**src/rtl/bafan_pkg.sv**
```systemverilog
// Shared types and constants for the block-average fan thermostat.
`timescale 1ns / 1ps

package bafan_pkg;

    localparam int MAX_BLOCK  = 255;

    localparam int TEMP_W     = 11;
    localparam int HUM_W      = 10;
    localparam int CNT_W      = 8;
    localparam int TSUM_W     = 19;
    localparam int HSUM_W     = 18;
    localparam int CFG_DATA_W = 11;
    localparam int CFG_IDX_W  = 1;

    // Divider works on the magnitude of a sum: 19 bits covers |-2^18|.
    localparam int DIV_W      = 19;
    localparam int DIV_CNT_W  = 5;

    localparam logic [CFG_IDX_W-1:0] CFG_BLOCK_LENGTH = 1'b0;
    localparam logic [CFG_IDX_W-1:0] CFG_TEMP_LIMIT   = 1'b1;

    localparam logic [CNT_W-1:0]      BLOCK_LENGTH_RST = 8'd10;
    localparam logic [TEMP_W-1:0]     TEMP_LIMIT_RST   = 11'sd300;

    localparam logic signed [TSUM_W-1:0] TSUM_MAX = 19'sh3FFFF;
    localparam logic signed [TSUM_W-1:0] TSUM_MIN = 19'sh40000;
    localparam logic [HSUM_W-1:0]        HSUM_MAX = 18'h3FFFF;

    typedef struct packed {
        logic busy;
        logic done;
    } t_div_stat;

endpackage

```
**src/rtl/block_average_fan_thermostat_unit.sv**
```systemverilog
// Top level: block accumulation, averaging sequencer and fan decision.
//
//  port group   dir  fields (lsb first)
//  s_axis       in   tdata: temperature[10:0], humidity[20:11]; tuser: reading_ok
//  m_axis       out  tdata: avg_temperature, avg_humidity, valid_count,
//                    reading_count, fan_on, fan_changed; tuser: report, no_valid_data
//  cfg          in   0 block_length, 1 temp_limit; write-only
//
//  A word that does not close a non-empty block passes through S_EVAL and S_OUT before the
//  next word is accepted, and is loaded into the output register from S_OUT.
//  A word that closes a non-empty block also passes S_DIVT and S_DIVH: the shared serial
//  divider works out the temperature average first, then the humidity average.
//  tready is low while the sequencer works, and also while a finished word waits for a
//  stalled m_axis to free the output register; one word can wait there while the next
//  is worked on. Reset: synchronous active low, sums and counters zero, fan off.
`timescale 1ns / 1ps

module block_average_fan_thermostat_unit (
    input  logic                                  i_clk,
    input  logic                                  i_rst_n,
    // cfg
    input  logic                                  i_cfg_we,
    input  logic [bafan_pkg::CFG_IDX_W-1:0]       i_cfg_index,
    input  logic [bafan_pkg::CFG_DATA_W-1:0]      i_cfg_data,
    // input stream
    input  logic                                  i_s_axis_tvalid,
    output logic                                  o_s_axis_tready,
    input  logic [23:0]                           i_s_axis_tdata,  // temperature, humidity
    input  logic                                  i_s_axis_tuser,  // reading_ok
    // output stream
    output logic                                  o_m_axis_tvalid,
    input  logic                                  i_m_axis_tready,
    // avg_temperature, avg_humidity, valid_count, reading_count, fan_on, fan_changed
    output logic [39:0]                           o_m_axis_tdata,
    output logic [1:0]                            o_m_axis_tuser   // report, no_valid_data
);

    localparam int CW = bafan_pkg::CNT_W;
    localparam int TW = bafan_pkg::TEMP_W;
    localparam int HW = bafan_pkg::HUM_W;
    localparam int SW = bafan_pkg::TSUM_W;
    localparam int UW = bafan_pkg::HSUM_W;
    localparam int DW = bafan_pkg::DIV_W;

    typedef enum logic [2:0] {
        S_IDLE,
        S_EVAL,
        S_DIVT,
        S_DIVH,
        S_OUT
    } t_state;

    t_state                  r_state;

    logic [CW-1:0]           r_block_length;
    logic signed [TW-1:0]    r_temp_limit;

    logic [CW-1:0]           r_block_cnt;
    logic [CW-1:0]           r_valid_cnt;
    logic signed [SW-1:0]    r_temp_sum;
    logic [UW-1:0]           r_hum_sum;
    logic signed [TW-1:0]    r_temp_avg;
    logic [HW-1:0]           r_hum_avg;
    logic                    r_fan;
    logic                    r_changed;
    logic                    r_report;
    logic                    r_empty;
    logic                    r_end;

    logic                    r_out_valid;
    logic [39:0]             r_out_data;
    logic [1:0]              r_out_user;

    // accept-cycle datapath
    logic                    accept;
    logic                    ok;
    logic signed [TW-1:0]    temp_in;
    logic [HW-1:0]           hum_in;
    logic [CW-1:0]           len_eff;
    logic                    clr;
    logic [CW-1:0]           base_bc;
    logic [CW-1:0]           base_vc;
    logic signed [SW-1:0]    base_ts;
    logic [UW-1:0]           base_hs;
    logic [CW-1:0]           n_block_cnt;
    logic [CW-1:0]           n_valid_cnt;
    logic signed [SW:0]      tsum_wide;
    logic signed [SW-1:0]    n_temp_sum;
    logic [UW:0]             hsum_wide;
    logic [UW-1:0]           n_hum_sum;

    // divider hookup
    logic                    div_start;
    logic [DW-1:0]           div_dividend;
    bafan_pkg::t_div_stat    div_stat;
    logic [DW-1:0]           div_quo;
    logic [DW-1:0]           quo_signed;
    logic                    fan_next;
    logic                    out_free;

    assign ok      = i_s_axis_tuser;
    assign temp_in = i_s_axis_tdata[TW-1:0];
    assign hum_in  = i_s_axis_tdata[TW+HW-1:TW];

    assign o_s_axis_tready = (r_state == S_IDLE);
    assign accept          = i_s_axis_tvalid && o_s_axis_tready;
    assign out_free        = !r_out_valid || i_m_axis_tready;

    always_comb begin
        len_eff = r_block_length;
        if (len_eff == '0)
            len_eff = CW'(1);
        if (len_eff > CW'(bafan_pkg::MAX_BLOCK))
            len_eff = CW'(bafan_pkg::MAX_BLOCK);
    end

    // previous block complete: start from a clean slate
    assign clr     = r_block_cnt >= len_eff;
    assign base_bc = clr ? '0 : r_block_cnt;
    assign base_vc = clr ? '0 : r_valid_cnt;
    assign base_ts = clr ? '0 : r_temp_sum;
    assign base_hs = clr ? '0 : r_hum_sum;

    assign n_block_cnt = base_bc + 1'b1;
    assign tsum_wide   = {base_ts[SW-1], base_ts} + (SW+1)'(temp_in);
    assign hsum_wide   = {1'b0, base_hs} + (UW+1)'(hum_in);

    always_comb begin
        n_valid_cnt = base_vc;
        n_temp_sum  = base_ts;
        n_hum_sum   = base_hs;
        if (ok) begin
            if (base_vc != {CW{1'b1}})
                n_valid_cnt = base_vc + 1'b1;
            if (tsum_wide > (SW+1)'(bafan_pkg::TSUM_MAX))
                n_temp_sum = bafan_pkg::TSUM_MAX;
            else if (tsum_wide < (SW+1)'(bafan_pkg::TSUM_MIN))
                n_temp_sum = bafan_pkg::TSUM_MIN;
            else
                n_temp_sum = tsum_wide[SW-1:0];
            n_hum_sum = hsum_wide[UW] ? bafan_pkg::HSUM_MAX : hsum_wide[UW-1:0];
        end
    end

    // divider takes magnitudes; the sign is put back on the quotient
    assign div_start    = (r_state == S_EVAL && r_end && r_valid_cnt != '0)
                       || (r_state == S_DIVT && div_stat.done);
    assign div_dividend = (r_state == S_EVAL)
                        ? (r_temp_sum[SW-1] ? DW'(-r_temp_sum) : DW'(r_temp_sum))
                        : DW'(r_hum_sum);
    assign quo_signed   = r_temp_sum[SW-1] ? -div_quo : div_quo;
    assign fan_next     = r_temp_avg >= r_temp_limit;

    bafan_div u_div (
        .i_clk      (i_clk),
        .i_rst_n    (i_rst_n),
        .i_start    (div_start),
        .i_dividend (div_dividend),
        .i_divisor  (r_valid_cnt),
        .o_stat     (div_stat),
        .o_quotient (div_quo)
    );

    always_ff @(posedge i_clk) begin
        if (!i_rst_n) begin
            r_state        <= S_IDLE;
            r_block_length <= bafan_pkg::BLOCK_LENGTH_RST;
            r_temp_limit   <= bafan_pkg::TEMP_LIMIT_RST;
            r_block_cnt    <= '0;
            r_valid_cnt    <= '0;
            r_temp_sum     <= '0;
            r_hum_sum      <= '0;
            r_temp_avg     <= '0;
            r_hum_avg      <= '0;
            r_fan          <= 1'b0;
            r_changed      <= 1'b0;
            r_report       <= 1'b0;
            r_empty        <= 1'b0;
            r_end          <= 1'b0;
            r_out_valid    <= 1'b0;
        end else begin
            if (i_cfg_we) begin
                case (i_cfg_index)
                    bafan_pkg::CFG_BLOCK_LENGTH: r_block_length <= i_cfg_data[CW-1:0];
                    bafan_pkg::CFG_TEMP_LIMIT:   r_temp_limit   <= i_cfg_data[TW-1:0];
                    default: ;
                endcase
            end

            // output register: loaded by the sequencer, otherwise cleared once taken
            if (r_state == S_OUT && out_free)
                r_out_valid <= 1'b1;
            else if (r_out_valid && i_m_axis_tready)
                r_out_valid <= 1'b0;

            case (r_state)
                S_IDLE: begin
                    if (accept) begin
                        r_block_cnt <= n_block_cnt;
                        r_valid_cnt <= n_valid_cnt;
                        r_temp_sum  <= n_temp_sum;
                        r_hum_sum   <= n_hum_sum;
                        r_end       <= (n_block_cnt == len_eff);
                        r_changed   <= 1'b0;
                        r_report    <= 1'b0;
                        r_empty     <= 1'b0;
                        r_state     <= S_EVAL;
                    end
                end
                S_EVAL: begin
                    if (r_end && r_valid_cnt != '0) begin
                        r_state <= S_DIVT;
                    end else begin
                        r_empty <= r_end;
                        r_state <= S_OUT;
                    end
                end
                S_DIVT: begin
                    if (div_stat.done) begin
                        r_temp_avg <= quo_signed[TW-1:0];
                        r_state    <= S_DIVH;
                    end
                end
                S_DIVH: begin
                    if (div_stat.done) begin
                        r_hum_avg <= div_quo[HW-1:0];
                        r_fan     <= fan_next;
                        r_changed <= (fan_next != r_fan);
                        r_report  <= 1'b1;
                        r_state   <= S_OUT;
                    end
                end
                S_OUT: begin
                    if (out_free)
                        r_state <= S_IDLE;
                end
                default: r_state <= S_IDLE;
            endcase
        end
    end

    always_ff @(posedge i_clk) begin
        if (r_state == S_OUT && out_free) begin
            r_out_data <= {1'b0, r_changed, r_fan, r_block_cnt, r_valid_cnt,
                           r_hum_avg, r_temp_avg};
            r_out_user <= {r_empty, r_report};
        end
    end

    assign o_m_axis_tvalid = r_out_valid;
    assign o_m_axis_tdata  = r_out_data;
    assign o_m_axis_tuser  = r_out_user;

endmodule

```
**src/rtl/bafan_div.sv**
```systemverilog
// Serial restoring divider, one quotient bit per cycle.
`timescale 1ns / 1ps

module bafan_div (
    input  logic                           i_clk,
    input  logic                           i_rst_n,
    input  logic                           i_start,
    input  logic [bafan_pkg::DIV_W-1:0]    i_dividend,
    input  logic [bafan_pkg::CNT_W-1:0]    i_divisor,
    output bafan_pkg::t_div_stat           o_stat,
    output logic [bafan_pkg::DIV_W-1:0]    o_quotient
);

    logic [bafan_pkg::DIV_W-1:0]     r_quo;
    logic [bafan_pkg::CNT_W-1:0]     r_rem;
    logic [bafan_pkg::CNT_W-1:0]     r_div;
    logic [bafan_pkg::DIV_CNT_W-1:0] r_cnt;
    logic                            r_busy;
    logic                            r_done;

    logic [bafan_pkg::CNT_W:0]       shifted;
    logic [bafan_pkg::CNT_W:0]       diff;
    logic                            fits;

    assign shifted = {r_rem, r_quo[bafan_pkg::DIV_W-1]};
    assign diff    = shifted - {1'b0, r_div};
    assign fits    = shifted >= {1'b0, r_div};

    always_ff @(posedge i_clk) begin
        if (!i_rst_n) begin
            r_busy <= 1'b0;
            r_done <= 1'b0;
            r_cnt  <= '0;
        end else begin
            r_done <= 1'b0;
            if (i_start && !r_busy) begin
                r_busy <= 1'b1;
                r_cnt  <= bafan_pkg::DIV_CNT_W'(bafan_pkg::DIV_W);
            end else if (r_busy) begin
                r_cnt <= r_cnt - 1'b1;
                if (r_cnt == bafan_pkg::DIV_CNT_W'(1)) begin
                    r_busy <= 1'b0;
                    r_done <= 1'b1;
                end
            end
        end
    end

    always_ff @(posedge i_clk) begin
        if (i_start && !r_busy) begin
            r_quo <= i_dividend;
            r_rem <= '0;
            r_div <= i_divisor;
        end else if (r_busy) begin
            // remainder stays below the divisor, so 8 bits hold it
            r_rem <= fits ? diff[bafan_pkg::CNT_W-1:0] : shifted[bafan_pkg::CNT_W-1:0];
            r_quo <= {r_quo[bafan_pkg::DIV_W-2:0], fits};
        end
    end

    assign o_stat.busy = r_busy;
    assign o_stat.done = r_done;
    assign o_quotient  = r_quo;

endmodule

```
**config.mk**
```make
export PLATFORM = sky130hd
export DESIGN_NAME = block_average_fan_thermostat_unit
export DESIGN_NICKNAME = d
export VERILOG_FILES = /design/src/rtl/bafan_pkg.sv /design/src/rtl/block_average_fan_thermostat_unit.sv /design/src/rtl/bafan_div.sv
export SDC_FILE = /design/constraint.sdc
export NUM_CORES = 1
export LEC_CHECK = 0
export BUFFER_PORTS_ARGS = -buffer_cell sky130_fd_sc_hd__buf_2
export CORE_MARGIN = 3
export CORE_UTILIZATION = 26
export DETAILED_ROUTE_END_ITERATION = 12
export SLEW_MARGIN = 10
export SYNTH_ARGS = -nofsm -noshare
export SYNTH_HDL_FRONTEND = slang
export SYNTH_HIERARCHICAL = 1
export SYNTH_SLANG_ARGS = --single-unit
export TNS_END_PERCENT = 50
```
**constraint.sdc**
```tcl
create_clock -name i_clk -period 5.5 [get_ports i_clk]
set_input_delay 0.275 -clock i_clk [delete_from_list [all_inputs] [get_ports i_clk]]
set_output_delay 0.275 -clock i_clk [all_outputs]
set_load 0.005 [all_outputs]
```
### After elaboration in Yosys (flattened, before gate mapping)

Index checks and enable logic that the tools add are counted.

* output and inout bits: 44
* bits of input ports: 42
* register bits after elaboration: 185

* equality and inequality tests: 13
* mux-type cells: 40
* reductions and logical operators: 29
* bitwise gates (word level): 3
* magnitude comparators: 6
* add/subtract/negate cells: 8

Operator list (number)
* 19-bit 2-to-1 mux: 8
* 8-bit 2-to-1 mux: 7
* 18-bit 2-to-1 mux: 3
* 19-bit by 11-bit adder with 20-bit output: 1
* 20-bit by 19-bit greater-than comparator with 1-bit output (second input constant): 1
* 20-bit by 19-bit less-than comparator with 1-bit output (second input constant): 1
* 18-bit by 10-bit adder with 19-bit output: 1
* 19-bit negator: 1
* 8-bit by 1-bit adder with 8-bit output (second input constant): 2
* 3-bit 2-to-1 mux: 5
* 3-bit case mux with 5 select lines: 1
* 11-bit >= comparator: 1
* 11-bit 2-to-1 mux: 1
* 11-bit negator: 1
* 1-bit 2-to-1 mux: 10
* 5-bit 2-to-1 mux: 2
* 2-bit AND reduction: 5
* 9-bit by 8-bit >= comparator with 1-bit output: 1
* 8-bit == test: 1
* 8-bit >= comparator: 1
* 8-bit greater-than comparator (second input constant): 1
* 1-bit logical AND: 8
* 8-bit logical NOT: 1
* 8-bit inequality test (second input constant): 1
* other kinds (20): 34

### Longest topological paths before layout

* depth after elaboration: 11
* depth in mapped cells: 25
* gate-level depth less buffers: 21

### Modules after synthesis

Netlist, hierarchy kept.

By module, submodules not included
* block_average_fan_thermostat_unit: cells each 1043, instances 1, area each 8685.8 um^2
* bafan_div: cells each 177, instances 1, area each 2115.8 um^2

### Least setup slack after synthesis

OpenSTA, ideal clock, no wires.

* kind: register to register
* from: register r_block_length[4]
* to: register r_temp_sum[10]
* library setup time: 96 ps
* path buffers: 5
* data arrival time: 4749 ps
* slack: 655 ps
* cell stages (with the launch flop): 25
* path through: dfxtp_1 -> clkbuf_1 -> nor4_1 -> a41oi_1 -> inv_1 -> ha_1 -> nand2b_1 -> a21o_1 -> a211oi_1 -> o21a_1 -> buf_2 -> buf_2 -> clkbuf_1 -> nand2_1 -> fa_1 -> nand4b_1 -> a31oi_2 -> a211oi_2 -> o21ba_2 -> nor3_2 -> nor2_1 -> o21ai_4 -> buf_6 -> a21oi_2 -> o41ai_2

* longest elaborated chain between the ends: 11
* elaborated cells between the ends (all ways): 12

Ends and longest elaborated chain
* start, declared: RTL line block_average_fan_thermostat_unit.sv:55 `logic [CW-1:0] r_block_length;`
* start signal, assigned: RTL line block_average_fan_thermostat_unit.sv:167 `r_block_length <= bafan_pkg::BLOCK_LENGTH_RST;`
* start signal, assigned: RTL line block_average_fan_thermostat_unit.sv:184 `bafan_pkg::CFG_BLOCK_LENGTH: r_block_length <= i_cfg_data[CW-1:0];`
* 8-bit logical NOT: RTL line block_average_fan_thermostat_unit.sv:111 `if (len_eff == '0)`
* 8-bit 2-to-1 mux (*): RTL line block_average_fan_thermostat_unit.sv:111
* 8-bit greater-than comparator: RTL line block_average_fan_thermostat_unit.sv:113 `if (len_eff > CW'(bafan_pkg::MAX_BLOCK))`
* 8-bit 2-to-1 mux (*): RTL line block_average_fan_thermostat_unit.sv:113
* 8-bit >= comparator (*): RTL line block_average_fan_thermostat_unit.sv:118 `assign clr = r_block_cnt >= len_eff;`
* 19-bit 2-to-1 mux (*): RTL line block_average_fan_thermostat_unit.sv:121 `assign base_ts = clr ? '0 : r_temp_sum;`
* 19-bit by 11-bit adder with 20-bit output: RTL line block_average_fan_thermostat_unit.sv:125 `assign tsum_wide = {base_ts[SW-1], base_ts} + (SW+1)'(temp_in);`
* 20-bit by 19-bit less-than comparator with 1-bit output: RTL line block_average_fan_thermostat_unit.sv:137 `else if (tsum_wide < (SW+1)'(bafan_pkg::TSUM_MIN))`
* 19-bit 2-to-1 mux: RTL line block_average_fan_thermostat_unit.sv:137
* 19-bit 2-to-1 mux: RTL line block_average_fan_thermostat_unit.sv:135 `if (tsum_wide > (SW+1)'(bafan_pkg::TSUM_MAX))`
* 19-bit 2-to-1 mux (*): RTL line block_average_fan_thermostat_unit.sv:132 `if (ok) begin`
* end signal, assigned: RTL line block_average_fan_thermostat_unit.sv:201 `r_temp_sum <= n_temp_sum;`
* end, declared: RTL line block_average_fan_thermostat_unit.sv:60 `logic signed [SW-1:0] r_temp_sum;`

Mark *: on every way between the ends. The rest lies on a longest branch, timed or not.
A chain may end at the register's enable or synchronous reset.

### Final worst setup path

* from: register r_block_length[4]
* to: register r_temp_sum[8]

The elaborated chain is that of the path after synthesis.

==> key figures <==
Placed design
  • Placed wire-length estimate: 20.7 mm
  • Global placer's final weighted congestion: 0.815
  • Post-place setup slack: 486 ps
  • Post-DP Area: 11,700 um^2
  • Number of input and output port buffers inserted: 81

STA
  • Rel. slew slack: 34.1%
  • Fin. max-slew vios: 0
  • Final critical delay including setup and external delays: 5070 ps
  • Worst clock skew on the final layout: 15.4 ps
  • Transition time at the pin with the least slew margin: 988 ps
  • Number of setup violations in the final report: 0
  • Post-route setup slack: 433 ps
  • Upper clock frequency limit: 197 MHz
  • Hold slack: 88.9 ps
  • Final period utilization: 92.1%
  • Unrepaired setup endpoints after global routing: false
  • Number of failing hold endpoints at the final stage: 0
  • Final total negative setup slack: 0 ps

Floorplan
  • Area of the die: 44,000 um^2
  • Core Footprint: 40,900 um^2
  • Initial standard-cell utilization of the core: 26.4%
  • Die Width: 210 um
  • Placement Rows: 74
  • Height of the chip: 210 um
  • Number of placed I/O pins: 86

Finish
  • Utilization after layout: 30.0%
  • Area taken by flip-flops and latches: 4380 um^2
  • Layout Nets: 1,372
  • Fraction of layout cells with a size suffix above 1: 13.8%
  • Leading cell type in the layout, fill and taps excluded: nand2_1
  • Diodes inserted: 0
  • Most used cells in the layout excluding fill and tap cells: nand2_1 (163), dfxtp_1 (117), a21oi_1 (98)
  • Post-Layout Inst Area: 12,300 um^2
  • Fill cell total of the finished layout: 4,381
  • Synthesis-to-layout area growth: 13.6%
  • Area of the multi-input gates: 5930 um^2

Clock network
  • PostCTS Resize Cnt: 0
  • Number of clock sinks: 185
  • Root Buffer: clkbuf_16
  • CTS tree: built
  • CTS clk-pin slew, worst paths: 80 ps
  • Number of hold buffers added after cts: 0
  • Clock insertion delay at the later pin of the skew report: 440 ps
  • Number of buffers on the longest clock path: 2
  • Total clock buffers created by CTS: 17
  • Number of H-tree branching levels: 4
  • Setup Fix Bufs, Post-CTS: 0

Critical path
  • Delay-heaviest family, CP: compound AO/OA/AOI/OAI gates
  • Setup crit start: r_block_length[4]
  • Crit Reg-Reg Endpoint: r_temp_sum[8]
  • Path type of the worst setup path: reg -> reg
  • Reg2Reg Depth: 21
  • Slowest Stage Delay on Critical Path: 420 ps
  • CP Max Fanout: 16
  • Register-to-register setup slack: 430 ps
  • Sum of buffers and inverters on the critical path: 2
  • Cell-by-cell trace of the critical path: nor4_1 -> a41oi_1 -> inv_1 -> ha_1 -> nand2b_1 -> a21o_1 -> a211oi_1 -> o21ai_1 -> nor2_1 -> ha_1 -> inv_1 -> fa_1 -> nand4b_1 -> a31oi_2 -> a211oi_2 -> o21ba_2 -> nor3_2 -> nor2_1 -> o21ai_4 -> a22oi_1 -> o31ai_1
  • Worst setup SP type: register
  • Data required time of the worst path: 5840 ps
  • Cell at the slowest stage of the critical path: fa_1
  • Worst reg2reg startpoint: r_block_length[4]
  • Arr. time, crit path: 5410 ps
  • Cell depth of the worst setup path: 21
  • Type of element capturing the critical path: register

GRT
  • Antenna violations before repair: 0
  • Met2 track demand over resource in global routing: 21.2%
  • Global-route track usage on met1: 17.3%
  • Layer with the highest usage: met2
  • Global-route wire length before repair: 45.5 mm
  • Vias in the first global route: 8,617
  • Pin count of the biggest net entering global routing: 78
  • Sum of overflow across all layers after global routing: 0
  • GR Util met3: 2.23%
  • Tot GR Track Use: 12.8%

Hold path
  • Kind of path behind the tightest hold check: in -> reg
  • Worst min-delay path endpoint: r_block_length[4]
  • Hold Path Depth: 3
  • Start point of the worst hold path: i_cfg_data[4]

Synth
  • Gate count after technology mapping: 1,219
  • Ys Warns: 6
  • Synthesized net count: 1,326
  • Mapped Area: 10,800 um^2
  • Mean post-synth cell area: 8.85 um^2

Pwr
  • Static Leakage: 4.74 nW
  • Maximum vdd drop: 0.000240 V
  • P per Cell Area: 272 nW/um^2

Route
  • Detailed-route wire length per cell: 15.6 um
  • Final Routed Wirelength: 28.3 mm
  • 1st-iter DRT viols: 594
  • Remaining antenna violation count: 0
  • DRC: 0
  • 1st-pass router iterations: 5
  • Total via count in the routed design: 8,976
  • Mean number of vias per cell: 4.96

Run
  • Max_cap viols: 0

Status
  • Outcome: completed
-- per-stage QoR --
step / total power, mW / instances
2_1_floorplan: 1.98 / 1219
3_3_place_gp: 2.13 / 1778
3_5_place_dp: 2.14 / 1778
4_1_cts: 3.36 / 1810
5_1_grt: 3.50 / 1810
6_report: 3.34 / 1810
-- final cells by class --
class | instances | share of cell area, %
Inverter | 54 | 1.65
Multi-Input combinational cell | 916 | 48.4
Sequential cell | 185 | 35.8
Timing Repair Buffer | 91 | 4.02
Clock inverter | 11 | 0.878
Clock buffer | 21 | 3.85
Tap cell | 532 | 5.43
-- flip-flops by register name, summed over array words and instances, names as in the netlist, 2 cells and up --
name and flops:
r_block_length 8, r_temp_avg 11, o_m_axis_tdata 39, u_div/r_cnt 5, r_hum_avg 10, r_state 3, u_div/o_quotient 19, r_valid_cnt 8
r_block_cnt 8, r_temp_limit 11, u_div/r_rem 8, r_temp_sum 19, u_div/r_div 8, o_m_axis_tuser 2, r_hum_sum 18
-- power by group --
| part | internal (mW) | switching (mW) | leakage, nW | total, mW |
|---|---|---|---|---|
| clock | 0.671 | 0.551 | 0.286 | 1.22 |
| sequential | 1.46 | 0.0528 | 1.57 | 1.51 |
| combinational | 0.242 | 0.360 | 2.88 | 0.601 |
-- routing by layer --
layer	share of wire [%]	vias up
li1	-	4467
met1	47	4307
met2	47	188
met3	4.3	14
met4	0.80	0
met5	0	-
-- worst register-to-register path, stage by stage, from the launching register on --
cell and delay, ps:
dfxtp_1 380, nor4_1 290, a41oi_1 150, inv_1 110
ha_1 230, nand2b_1 140, a21o_1 170, a211oi_1 290
o21ai_1 220, nor2_1 250, ha_1 220, inv_1 50
fa_1 420, nand4b_1 220, a31oi_2 280, a211oi_2 150
o21ba_2 300, nor3_2 180, nor2_1 100, o21ai_4 410
a22oi_1 170, o31ai_1 240
-- worst max-delay path by stage --
stage | endpoint | slack, ps
2_1_floorplan | r_temp_sum[10] | 660
3_3_place_gp | r_temp_sum[2] | 470
3_5_place_dp | r_temp_sum[6] | 490
4_1_cts | r_temp_sum[6] | 450
5_1_grt | r_temp_sum[9] | 40
6_report | r_temp_sum[8] | 430
Power figures use the tool's default switching activity.
